===== config.mk =====
export PLATFORM = sky130hd
export DESIGN_NAME = decimal_seven_segment_formatter_top
export DESIGN_NICKNAME = d
export VERILOG_FILES = /design/src/dssf_pkg.sv /design/src/dssf_serializer.sv /design/src/decimal_seven_segment_formatter_top.sv
export SDC_FILE = /design/constraint.sdc
export NUM_CORES = 1
export LEC_CHECK = 0
export BUFFER_PORTS_ARGS = -buffer_cell sky130_fd_sc_hd__buf_2
export CORE_UTILIZATION = 26
export CTS_BUF_LIST = sky130_fd_sc_hd__clkbuf_2 sky130_fd_sc_hd__clkbuf_4 sky130_fd_sc_hd__clkbuf_8
export DETAILED_ROUTE_END_ITERATION = 6
export GPL_TIMING_DRIVEN = 0
export PLACE_DENSITY = 0.46
export SKIP_LAST_GASP = 1
export SYNTH_ARGS = -nofsm -noshare
export SYNTH_HDL_FRONTEND = slang
export SYNTH_SLANG_ARGS = --single-unit

===== constraint.sdc =====
create_clock -name clk -period 4.18 [get_ports clk]
set_input_delay 0.209 -clock clk [delete_from_list [all_inputs] [get_ports clk]]
set_output_delay 0.209 -clock clk [all_outputs]
set_load 0.01 [all_outputs]

===== src/dssf_pkg.sv =====
// ----------------------------------------------------------------------------
// Decimal seven-segment formatter package
// Shared types, constants and the digit and glyph helpers.
// ----------------------------------------------------------------------------
`timescale 1ns / 1ps
`default_nettype none

package dssf_pkg;

  localparam int ValueWidth   = 16;
  localparam int NumWidth     = 14;
  localparam int DigitWidth   = 4;
  localparam int AddrWidth    = 3;
  localparam int SegWidth     = 8;
  localparam int BeatCntWidth = 2;

  localparam logic [ValueWidth-1:0] SatLimit    = 16'd9999;
  localparam logic [SegWidth-1:0]   DegreeGlyph = 8'h63;

  localparam logic [NumWidth-1:0] WeightThousands = 14'd1000;
  localparam logic [NumWidth-1:0] WeightHundreds  = 14'd100;
  localparam logic [NumWidth-1:0] WeightTens      = 14'd10;

  localparam logic [AddrWidth-1:0] AddrFirst  = 3'd3;
  localparam logic [AddrWidth-1:0] AddrSecond = 3'd2;
  localparam logic [AddrWidth-1:0] AddrThird  = 3'd1;
  localparam logic [AddrWidth-1:0] AddrLast   = 3'd4;

  localparam logic [BeatCntWidth-1:0] BeatFirst  = 2'd0;
  localparam logic [BeatCntWidth-1:0] BeatSecond = 2'd1;
  localparam logic [BeatCntWidth-1:0] BeatThird  = 2'd2;
  localparam logic [BeatCntWidth-1:0] BeatLast   = 2'd3;

  localparam logic ModeInteger     = 1'b0;
  localparam logic ModeTemperature = 1'b1;

  typedef struct packed {
    logic [DigitWidth-1:0] digit;
    logic [NumWidth-1:0]   rem;
  } split_t;

  typedef struct packed {
    logic [DigitWidth-1:0] thousands;
    logic [DigitWidth-1:0] hundreds;
    logic [DigitWidth-1:0] tens;
    logic [DigitWidth-1:0] units;
  } digits_t;

  // One decimal digit from a value below ten times the weight.
  function automatic split_t digit_split(input logic [NumWidth-1:0] n,
                                         input logic [NumWidth-1:0] weight);
    split_t                res;
    logic   [NumWidth-1:0] thr;
    res.digit = '0;
    res.rem   = n;
    for (int k = 1; k < 10; k++) begin
      thr = NumWidth'(k) * weight;
      if (n >= thr) begin
        res.digit = DigitWidth'(k);
        res.rem   = n - thr;
      end
    end
    return res;
  endfunction

  function automatic logic [SegWidth-1:0] digit_glyph(input logic [DigitWidth-1:0] d);
    logic [SegWidth-1:0] g;
    unique case (d)
      4'd0:    g = 8'h7E;
      4'd1:    g = 8'h30;
      4'd2:    g = 8'h6D;
      4'd3:    g = 8'h79;
      4'd4:    g = 8'h33;
      4'd5:    g = 8'h5B;
      4'd6:    g = 8'h5F;
      4'd7:    g = 8'h70;
      4'd8:    g = 8'h7F;
      4'd9:    g = 8'h7B;
      default: g = 8'h00;
    endcase
    return g;
  endfunction

endpackage

`default_nettype wire


===== src/dssf_serializer.sv =====
// ----------------------------------------------------------------------------
// Display write serializer
// Holds one set of digits and sends it as four display-register write beats.
// ----------------------------------------------------------------------------
`timescale 1ns / 1ps
`default_nettype none

module dssf_serializer
  import dssf_pkg::*;
(
  input  wire logic                 clk,
  input  wire logic                 rst,
  input  wire logic                 load,
  input  wire digits_t              load_digits,
  input  wire logic                 mode,
  output logic                      free,
  output logic                      out_valid,
  input  wire logic                 out_ready,
  output logic [AddrWidth-1:0]      digit_address,
  output logic [SegWidth-1:0]       segment_byte,
  output logic                      last_write
);

  logic                    busy;
  logic [BeatCntWidth-1:0] beat;
  digits_t                 digits;
  logic                    done;
  logic [DigitWidth-1:0]   shown;

  assign done = out_ready && (beat == BeatLast);
  assign free = !busy || done;

  always_ff @(posedge clk) begin
    if (rst) begin
      busy <= 1'b0;
      beat <= BeatFirst;
    end else if (load && free) begin
      busy <= 1'b1;
      beat <= BeatFirst;
    end else if (busy && out_ready) begin
      if (beat == BeatLast) begin
        busy <= 1'b0;
      end
      beat <= beat + 1'b1;
    end
  end

  always_ff @(posedge clk) begin
    if (load && free) begin
      digits <= load_digits;
    end
  end

  always_comb begin
    unique case (beat)
      BeatFirst: begin
        digit_address = AddrFirst;
        shown         = (mode == ModeInteger) ? digits.thousands : digits.hundreds;
      end
      BeatSecond: begin
        digit_address = AddrSecond;
        shown         = (mode == ModeInteger) ? digits.hundreds : digits.tens;
      end
      BeatThird: begin
        digit_address = AddrThird;
        shown         = (mode == ModeInteger) ? digits.tens : digits.units;
      end
      default: begin
        digit_address = AddrLast;
        shown         = digits.units;
      end
    endcase
  end

  assign segment_byte = ((beat == BeatLast) && (mode == ModeTemperature)) ?
                        DegreeGlyph : digit_glyph(shown);
  assign last_write   = (beat == BeatLast);
  assign out_valid    = busy;

endmodule

`default_nettype wire


===== src/decimal_seven_segment_formatter_top.sv =====
// ----------------------------------------------------------------------------
// Decimal seven-segment formatter
// Turns a 16-bit unsigned value into four seven-segment display writes.
//
// The input channel (value, in_valid, in_ready) takes one value per beat.
// The value is saturated at 9999 and split into decimal digits in a
// four-stage pipeline: saturation, thousands, hundreds, then tens and units.
// Each stage carries its own valid bit and holds its item while the next
// stage is full, so a stall never drops or repeats an item.
// The output channel (digit_address, segment_byte, last_write, out_valid,
// out_ready) gives four write beats per value; last_write marks the fourth.
// The serializer loads new digits as its last beat is taken; the first beat
// of a value follows the pipeline stages and the serializer load.
// The configuration channel (display_mode, cfg_valid, cfg_ready) is always
// ready; it selects integer or temperature layout and must only be written
// while no value is in flight.
// Reset empties the pipeline and the serializer and sets integer mode.
// ----------------------------------------------------------------------------
`timescale 1ns / 1ps
`default_nettype none

module decimal_seven_segment_formatter_top
  import dssf_pkg::*;
(
  input  wire logic                  clk,
  input  wire logic                  rst,
  input  wire logic [ValueWidth-1:0] value,
  input  wire logic                  in_valid,
  output logic                       in_ready,
  input  wire logic                  display_mode,
  input  wire logic                  cfg_valid,
  output logic                       cfg_ready,
  output logic [AddrWidth-1:0]       digit_address,
  output logic [SegWidth-1:0]        segment_byte,
  output logic                       last_write,
  output logic                       out_valid,
  input  wire logic                  out_ready
);

  logic                  mode;
  logic                  v1, v2, v3, v4;
  logic                  r1, r2, r3, r4;
  logic                  ser_free;
  logic [NumWidth-1:0]   n1, n2, n3;
  logic [DigitWidth-1:0] th2, th3, th4;
  logic [DigitWidth-1:0] hu3, hu4;
  logic [DigitWidth-1:0] te4, un4;
  split_t                sp_th, sp_hu, sp_te;
  digits_t               digits;

  assign cfg_ready = 1'b1;

  always_ff @(posedge clk) begin
    if (rst) begin
      mode <= ModeInteger;
    end else if (cfg_valid) begin
      mode <= display_mode;
    end
  end

  assign r4       = !v4 || ser_free;
  assign r3       = !v3 || r4;
  assign r2       = !v2 || r3;
  assign r1       = !v1 || r2;
  assign in_ready = r1;

  assign sp_th = digit_split(n1, WeightThousands);
  assign sp_hu = digit_split(n2, WeightHundreds);
  assign sp_te = digit_split(n3, WeightTens);

  always_ff @(posedge clk) begin
    if (rst) begin
      v1 <= 1'b0;
      v2 <= 1'b0;
      v3 <= 1'b0;
      v4 <= 1'b0;
    end else begin
      if (r1) v1 <= in_valid;
      if (r2) v2 <= v1;
      if (r3) v3 <= v2;
      if (r4) v4 <= v3;
    end
  end

  always_ff @(posedge clk) begin
    if (r1) begin
      n1 <= (value > SatLimit) ? NumWidth'(SatLimit) : value[NumWidth-1:0];
    end
    if (r2) begin
      n2  <= sp_th.rem;
      th2 <= sp_th.digit;
    end
    if (r3) begin
      n3  <= sp_hu.rem;
      th3 <= th2;
      hu3 <= sp_hu.digit;
    end
    if (r4) begin
      th4 <= th3;
      hu4 <= hu3;
      te4 <= sp_te.digit;
      un4 <= sp_te.rem[DigitWidth-1:0];
    end
  end

  assign digits = '{thousands: th4, hundreds: hu4, tens: te4, units: un4};

  dssf_serializer u_serializer (
    .clk           (clk),
    .rst           (rst),
    .load          (v4),
    .load_digits   (digits),
    .mode          (mode),
    .free          (ser_free),
    .out_valid     (out_valid),
    .out_ready     (out_ready),
    .digit_address (digit_address),
    .segment_byte  (segment_byte),
    .last_write    (last_write)
  );

endmodule

`default_nettype wire


* Word-level counts from Yosys, hierarchy flattened
Memory sizes are Yosys's and may differ from the RTL's. Cells that the tools add are included.
Word-level totals: memories 1, bits of input ports 22, output and inout port bits 15, memory bits (read-only) 112, bits in registers 94, logic and storage cells 142
Memories:
- (no name shown) | words 16, bits a word 7, read ports 1, clocked after memory_dff 0, wr ports 0, RTL line dssf_pkg.sv:68 | unique case (d)
Cells by class: muxes and demuxes 36, add/sub/neg operators 28, magnitude comparators 28, reduce and logical (&&, ||, !) cells 22, equal/unequal tests 3
Operators by type and width (count):
- $mux W18 | 18
- $mux W15 | 6
- $ge A14 B10 Y1 const B | 5
- $sub A14 B10 Y14 const B | 5
- $ge A14 B13 Y1 const B | 4
- $ge A14 B7 Y1 const B | 4
- $sub A14 B13 Y14 const B | 4
- $ge A14 B6 Y1 const B | 3
- $ge A14 B9 Y1 const B | 3
- $sub A14 B6 Y14 const B | 3
- $sub A14 B7 Y14 const B | 3
- $sub A14 B9 Y14 const B | 3
- $ge A14 B12 Y1 const B | 2
- $ge A14 B5 Y1 const B | 2
- $mux W14 | 2
- $sub A14 B12 Y14 const B | 2
- $sub A14 B5 Y14 const B | 2
- $gt A16 B14 Y1 const B | 1
- $mux W4 | 4
- $ge A14 B11 Y1 const B | 1
- $ge A14 B14 Y1 const B | 1
- $ge A14 B4 Y1 const B | 1
- $ge A14 B8 Y1 const B | 1
- $sub A14 B11 Y14 const B | 1
- other kinds (18) | 36

* Depth between registers and ports, before layout
Gate-level depths: netlist (run 1).
depth after elaboration 10, gate-level depth with buffers 13, depth with buffers taken out 11

* Cells and area by module
Synthesis (run 1) repeated with hierarchy kept, for this count alone.
Unflattened totals: cells, all modules 867, area total of the unflattened synthesis 7729.9 µm²
Modules (own cells, without submodules):
- decimal_seven_segment_formatter_top | sequential area each 2202.1 µm², instances 1, area an instance 6587.6 µm², cells an instance 768
- dssf_serializer | sequential area each 540.5 µm², instances 1, area an instance 1142.3 µm², cells an instance 99

* Least setup slack after synthesis (run 1)
Ideal clock, no wire load.
path type reg-to-reg, start point register n2[5], end point register n3[6], data pin, slack 1086 ps, cell stages (with the launch flop) 12, data arrival time 2839 ps, setup time 256 ps, required time 3924 ps, path buffers 1, clock period less this slack 3094 ps, cell sequence edfxtp_1 -> clkbuf_1 -> inv_1 -> ha_1 -> a21boi_0 -> o32ai_1 -> nor3_1 -> o211ai_1 -> a221o_1 -> a22oi_1 -> nand2b_1 -> a31o_2
RTL lines:
- from (decl) | RTL line decimal_seven_segment_formatter_top.sv:44 | logic [NumWidth-1:0] n1, n2, n3;
- from (signal assigned) | RTL line decimal_seven_segment_formatter_top.sv:90 | n2 <= sp_th.rem;
- to (signal assigned) | RTL line decimal_seven_segment_formatter_top.sv:94 | n3 <= sp_hu.rem;
- to (decl) | RTL line decimal_seven_segment_formatter_top.sv:44

==> results_dict.tcl, run 1 <==
set metrics [dict create \
    slew_violations 0 \
    synthFlopType "edfxtp_1" \
    grt_pass1_wl_mm 35.94 \
    maxCapViolCount 0 \
    multiInputGateArea_mm2 0.004531 \
    status "finished, final reports clean" \
    fin_crit_sh_pct 95.22 \
    ctsResizeCount 0 \
    fin_util_pct 29.50 \
    regArea_mm2 0.002743 \
    syn_area_mm2 0.007601 \
    post-place-ws_ns 0.2148 \
    regToRegSetupSlack_ns 0.20 \
    clkTransAtPathRegs_ns 0.09 \
    worstPathArrival_ns 4.22 \
    final_antenna_net_count 0 \
    dieArea_mm2 0.02992 \
    drc 0 \
    grt_max_degree 23 \
    hold_start "in_valid" \
    hp-class "primary input to flop" \
    io_pins 37 \
    cp_max_fo 10 \
    fin_nets 986 \
    ys_warn_count 0 \
    synth_edf_count 86 \
    die_h_um 173.0 \
    ys_seq_area_share_pct 36.08 \
    p_leak_nw 3.138 \
    clock_skew_ns 0.01854 \
    final.min_clock_period_ns 3.980 \
    fp.dieW_um 173.0 \
    grt_use_total_pct 14.97 \
    hold_viol 0 \
    routabilityCongestion 0.8979 \
    worst_pin_slew_ns 1.107 \
    cts-buffers-inserted 9 \
    start_util_pct 26.48 \
    drt-wirelength-per-cell_um 17.19 \
    clockBufferDepth 2 \
    coreArea_mm2 0.02870 \
    drive_above_1_share_pct 9.389 \
    place_inst 1284 \
    area_growth_pct 11.39 \
    async_flop_share_pct 0 \
    num_vias 6930 \
    fin_area_mm2 0.008467 \
    antenna_found_initial 0 \
    syn_nets 942 \
    p_per_area_mw_per_mm2 318.9 \
    worstSetupEndpointType "flop" \
    diodes 0 \
    numPortBuffers 33 \
    drtPass1Iterations 5 \
    wl_mm 22.35 \
    clk_root_buffer_cell "clkbuf_8" \
    rsz0062_at_grt "false" \
    clk_latency_ns 0.38 \
    place_area_mm2 0.008249 \
    synth-seq-cells 94 \
    whs_ns 0.05680 \
    worst_slack_ns 0.1998 \
    fmax_mhz 251.2 \
    r2r-start "n1[6]" \
    gr-total-overflow 0 \
    critical_path.startpoint "n1[6]" \
    finalSetupTns_ns 0 \
    grt_pass1_vias 6645 \
    fin_cells 1300 \
    avgViaCountPerCell 5.331 \
    drt-initial-drc-count 700 \
    fillers 3057 \
    cts_hold_buf 0 \
    cp-start-kind "flop" \
    cts_tree "done" \
    synth.avg_cell_area_um2 8.767 \
    numClockSinks 94 \
    crit_required_ns 4.42 \
    syn_inst 867 \
    std_cell_rows 62 \
    maxSlewHeadroom_pct 25.44 \
    total_power_mw 2.700 \
    timing.rr.end "n2[9]" \
    setup_violations 0 \
    reg2regPathDepth 11 \
    critPathCapture "n2[9]" \
    dp.final_hpwl_mm 16.90 \
    synth.distinct_cells 87 \
    postCtsSetupBuffers 0 \
    vdd.ir_drop.worst_mv 0.1674 \
    htreeDepth 3 \
    path_class "flop to flop" \
]
## critical path, cell delays in order, from the launching register on
cell	delay, ns
edfxtp_1	0.50
clkbuf_1	0.43
inv_1	0.31
ha_1	0.32
a21oi_1	0.44
o211a_1	0.23
clkbuf_1	0.42
nor4b_1	0.11
o31ai_1	0.38
nand4_1	0.19
or3b_1	0.41
nand4_1	0.09
## worst min path at each step
stage,to,slack (ns),depth (start not counted)
after CTS,v1,0.04,3
final,v1,0.06,3
after floorplan,v1,0.34,2
after detailed placement,u_serializer.digits[3],0.40,0
after global routing,v1,0.06,3
after global placement,u_serializer.digits[12],0.40,0
## cell usage in the layout, fill, tap and decap left out, drive strengths merged, types with 5 or more instances in the layout
cell type and n:
xnor2 18, o211ai 13, dfxtp 8, o31ai 11, ha 53, nor3 25
o21ai 59, edfxtp 86, or4 5, a21boi 6, a21oi 73, a221o 7
clkbuf 50, a31oi 14, and2 14, a22oi 11, nor2 72, nand3 18
mux2i 11, or3 8, nand2 81, a22o 6, nor4 9, buf 44
inv 38, nand2b 17, a211oi 13, nand4 8, o21a 9, a211o 5
a21o 17, o22ai 5, nor2b 12, a221oi 7
## flip-flops by register name, summed over array words and instances, names as in the netlist, 2 cells and up
register and count:
n3 14, th3 4, hu3 4, u_serializer.digits 16, u_serializer.beat 2, n2 14, te4 4, n1 14
un4 4, th4 4, th2 4, hu4 4
## cells by family (layout without fill, tap and decap cells)
kind of cell / count (synthesis) / in the layout / share of synthesized area [%]
AOI/OAI and AO/OA: 303 / 303 / 26.95
and+or+nand+nor: 293 / 293 / 19.34
DFF: 94 / 94 / 36.08
buffers and inverters: 88 / 137 / 4.675
adders and majority gates: 53 / 53 / 8.724
xor gates and xnor gates: 22 / 22 / 2.535
muxes: 12 / 12 / 1.597
other: 2 / 2 / 0.09880
## final cells by class
| type | instances | share of cell area (%) |
|---|---|---|
| multi-input combinational | 685 | 53.51 |
| clock buffer | 10 | 1.626 |
| inverter | 37 | 1.640 |
| tap | 384 | 5.675 |
| sequential | 94 | 32.39 |
| timing repair buffer | 33 | 1.951 |
| clock inverter | 6 | 0.6207 |
| buffer | 51 | 2.586 |
## cells in the mapped netlist, types with 4 or more instances
cell	count	area share [%]
nand3_1	18	1.2
a21boi_0	5	0.49
o22ai_1	5	0.41
o31ai_1	11	1.1
a41oi_1	4	0.46
clkbuf_1	39	1.9
and2_1	13	1.1
or2_2	4	0.33
o211a_1	4	0.53
nand2_1	81	4.0
xnor2_1	18	2.1
nor2b_1	11	0.91
or4_1	4	0.40
a22o_1	5	0.58
or3_1	6	0.49
o21bai_1	4	0.40
nor3_1	25	1.6
and3_1	4	0.33
a2111oi_0	4	0.46
dfxtp_1	8	2.1
o21ai_1	4	0.26
a21oi_1	73	4.8
a211o_1	5	0.58
a211oi_1	12	1.2
buf_2	4	0.26
edfxtp_1	86	34
ha_1	53	8.7
a221o_1	7	0.92
o211ai_1	12	1.2
inv_1	34	1.7
xor2_1	4	0.46
nand4_1	8	0.66
a31oi_1	14	1.2
a221oi_1	7	0.81
nand2b_1	17	1.4
nor2_1	72	3.6
nor4_1	8	0.66
mux2i_1	11	1.4
o21a_1	9	0.89
a21o_1	17	1.7
o21ai_0	55	3.6
a22oi_1	11	1.1
## layer usage
metal	track usage [%]	up-vias	wire, µm
met5	0	-	0
li1	-	3344	-
met3	2.704	58	1655
met4	6.379	0	646
met1	19.88	3240	9767
met2	23.82	288	10280
## where the power goes
part	internal, mW	switching [mW]
sequential	1.16	0.0773
clock	0.240	0.337
combinational	0.331	0.554
Power figures use the tool's default switching activity.
==> run 2: changes to the inputs <==
--- a/config.mk
+++ b/config.mk
@@ -5,6 +5,7 @@
 export SDC_FILE = /design/constraint.sdc
 export NUM_CORES = 1
 export LEC_CHECK = 0
+export ABC_AREA = 1
 export BUFFER_PORTS_ARGS = -buffer_cell sky130_fd_sc_hd__buf_2
 export CORE_UTILIZATION = 26
 export CTS_BUF_LIST = sky130_fd_sc_hd__clkbuf_2 sky130_fd_sc_hd__clkbuf_4 sky130_fd_sc_hd__clkbuf_8
==> run 2 against run 1 <==
The run now ends with design-rule violations left. Design area grew 6.6%. Largest power group unchanged. Core utilization decreased by 0.14 points. Routed wire length rose by 3.4%.
==> results_dict.tcl, run 2 <==
set metrics [dict create \
    synthTopCellsByArea "edfxtp_1 32%, nand2_1 15%, ha_1 8.1%, a21oi_1 7.3%, inv_1 6.6%" \
    drt-wirelength-per-cell_um 14.48 \
    drt-initial-drc-count 502 \
    vdd.ir_drop.worst_mv 0.1299 \
    ys_warn_count 0 \
    fin_crit_sh_pct 84.64 \
    fillers 3436 \
    drtPass1Iterations 7 \
    synthFlopType "edfxtp_1" \
    slew_violations 0 \
    wl_mm 23.10 \
    synth.most_common_cell "nand2_1" \
    layout_common_cells "320 x nand2_1, 142 x inv_1, 118 x a21oi_1" \
    cts-buffers-inserted 9 \
    clk_latency_ns 0.39 \
    setup_violations 0 \
    async_flop_share_pct 0 \
    regArea_mm2 0.002743 \
    synth-compound-area-share_pct 15.09 \
    fmax_mhz 282.6 \
    numPortBuffers 34 \
    clockBufferDepth 2 \
    synth_top_area_share_pct 31.68 \
    synth_edf_count 86 \
    synth_area_leader_cell "edfxtp_1" \
    syn_inst 1149 \
    num_vias 7489 \
    synth.distinct_cells 51 \
    die_h_um 179.1 \
    rsz0062_at_grt "false" \
    synth-simple-area-share_pct 29.10 \
    status "complete, but fails checks" \
    clkTransAtPathRegs_ns 0.11 \
    clk_root_buffer_cell "clkbuf_8" \
    path_class "flop to output pin" \
    maxSlewHeadroom_pct 40.56 \
    avgViaCountPerCell 4.695 \
    dieArea_mm2 0.03207 \
    largest_reg_flops 16 \
    routabilityCongestion 0.8987 \
    clock_skew_ns 0.01596 \
    drive_above_1_share_pct 11.76 \
    drc 8 \
    worst_pin_slew_ns 0.8916 \
    grt_pass1_wl_mm 37.74 \
    synth_common_cells "321 x nand2_1, 143 x inv_1, 119 x a21oi_1, 101 x nor2_1, 86 x edfxtp_1" \
    cp-start-kind "flop" \
    cp_max_fo 24 \
    postCtsSetupBuffers 0 \
    final_common_cell "nand2_1" \
    hp-class "primary input to flop" \
    worstSetupEndpointType "output pin" \
    synth.avg_cell_area_um2 7.096 \
    p_per_area_mw_per_mm2 298.1 \
    maxCapViolCount 0 \
    area_growth_pct 10.71 \
    registers.top_by_ff_count "u_serializer.digits" \
    fin_nets 1269 \
    final.min_clock_period_ns 3.538 \
    muxShareOfSynthArea_pct 0.1228 \
    finalSetupTns_ns 0 \
    post-place-ws_ns 0.6504 \
    hold_viol 0 \
    ys_seq_area_share_pct 33.64 \
    grt_pass1_vias 7269 \
    synth_top_family_by_area "simple AND/OR/NAND/NOR gates" \
    grt_max_degree 25 \
    cts_tree "done" \
    syn_area_mm2 0.008153 \
    coreArea_mm2 0.03075 \
    reg2regPathDepth 13 \
    worst_slack_ns 0.6419 \
    multiInputGateArea_mm2 0.004578 \
    diodes 0 \
    hold_depth 3 \
    fp.dieW_um 179.1 \
    crit_required_ns 3.97 \
    syn_nets 1224 \
    grt_use_total_pct 15.07 \
    gr-total-overflow 0 \
    synth_xor_area_share_pct 3.545 \
    violations "design-rule violations" \
    final_antenna_net_count 0 \
    numClockSinks 94 \
    dp.final_hpwl_mm 18.37 \
    htreeDepth 3 \
    antenna_found_initial 0 \
    worstPathArrival_ns 3.33 \
    p_leak_nw 4.023 \
    synth-seq-cells 94 \
    std_cell_rows 64 \
    io_pins 37 \
    start_util_pct 26.51 \
    synth-adder-area-share_pct 8.134 \
]
-- run 2: changes by cell type in the layout (fill, tap and decap cells not counted), sizes merged, moves of 17 or more --
cell    previous run  this run
nand2             81       329
inv               38       160
nand3             18        69
a21oi             73       122
nor2              72       115
clkbuf            50        12
xor2               4        25
buf               44        63
a21o              17         0
nand2b            17         0
-- run 2: critical path: stages, from the launching register on --
cell and delay, ns:
dfxtp_1 0.37, ha_1 0.30, nand2_1 0.13, nand2_1 0.07
nor2_1 0.09, inv_1 0.30, nor2_1 0.29, clkinvlp_4 0.47
nor2_1 0.36, nand2_2 0.30, buf_2 0.24
-- run 2: per-stage QoR --
step / area (µm²) / utilization [%] / total power, mW / hold slack, ns / cells
floorplan: 8153 / - / 1.859 / 0.2781 / 1149
global placement: 8818 / 28.68 / 2.104 / 0.4005 / 1579
detailed placement: 8822 / 28.69 / 2.099 / 0.4045 / 1579
CTS: 9020 / 29.33 / 2.722 / 0.02598 / 1595
global route: 9026 / 29.35 / 2.893 / 0.05097 / 1595
finish: 9026 / 29.35 / 2.690 / 0.04579 / 1595
-- run 2: final timing paths --
check / from / slack [ns] / to
min: display_mode / 0.05 / mode
max reg2reg: n2[5] / 0.98 / n3[4]
max: u_serializer.beat[0] / 0.64 / in_ready
min reg2reg: th4[3] / 0.42 / u_serializer.digits[15]
-- run 2: logic make-up after synthesis --
family | after synthesis
xor+xnor | 33
compound gates | 223
other cells | 2
mux | 1
simple gates | 552
flops | 94
buf+inv | 191
fa+ha+maj | 53
-- run 2: area by class of cell --
cell class / instances / share of cell area [%]
multi-input cells: 864 / 50.72
flip-flops and latches: 94 / 30.39
inverters: 159 / 6.806
well taps: 396 / 5.489
plain buffers: 32 / 2.523
repair buffers: 34 / 1.885
clock buffers: 9 / 1.372
clock inverters: 7 / 0.8179
-- run 2: power by group --
group | total (mW) | internal (mW) | switching, mW
Combinational | 0.846 | 0.284 | 0.562
Sequential | 1.24 | 1.15 | 0.0823
Clock | 0.607 | 0.237 | 0.371
-- run 2: repair_timing --
| action | 4_1_cts | 5_1_grt |
|---|---|---|
| hold buffers | 0 | 0 |
| resized for setup | 0 | 2 |
| setup endpoints to repair | 0 | 1 |
-- run 2: per-layer routing --
layer / track usage [%] / vias up / wire (µm)
li1: - / 3838 / -
met1: 19.57 / 3429 / 10640
met2: 25.40 / 189 / 10820
met3: 2.226 / 33 / 1100
met4: 4.944 / 0 / 543
met5: 0 / - / 0
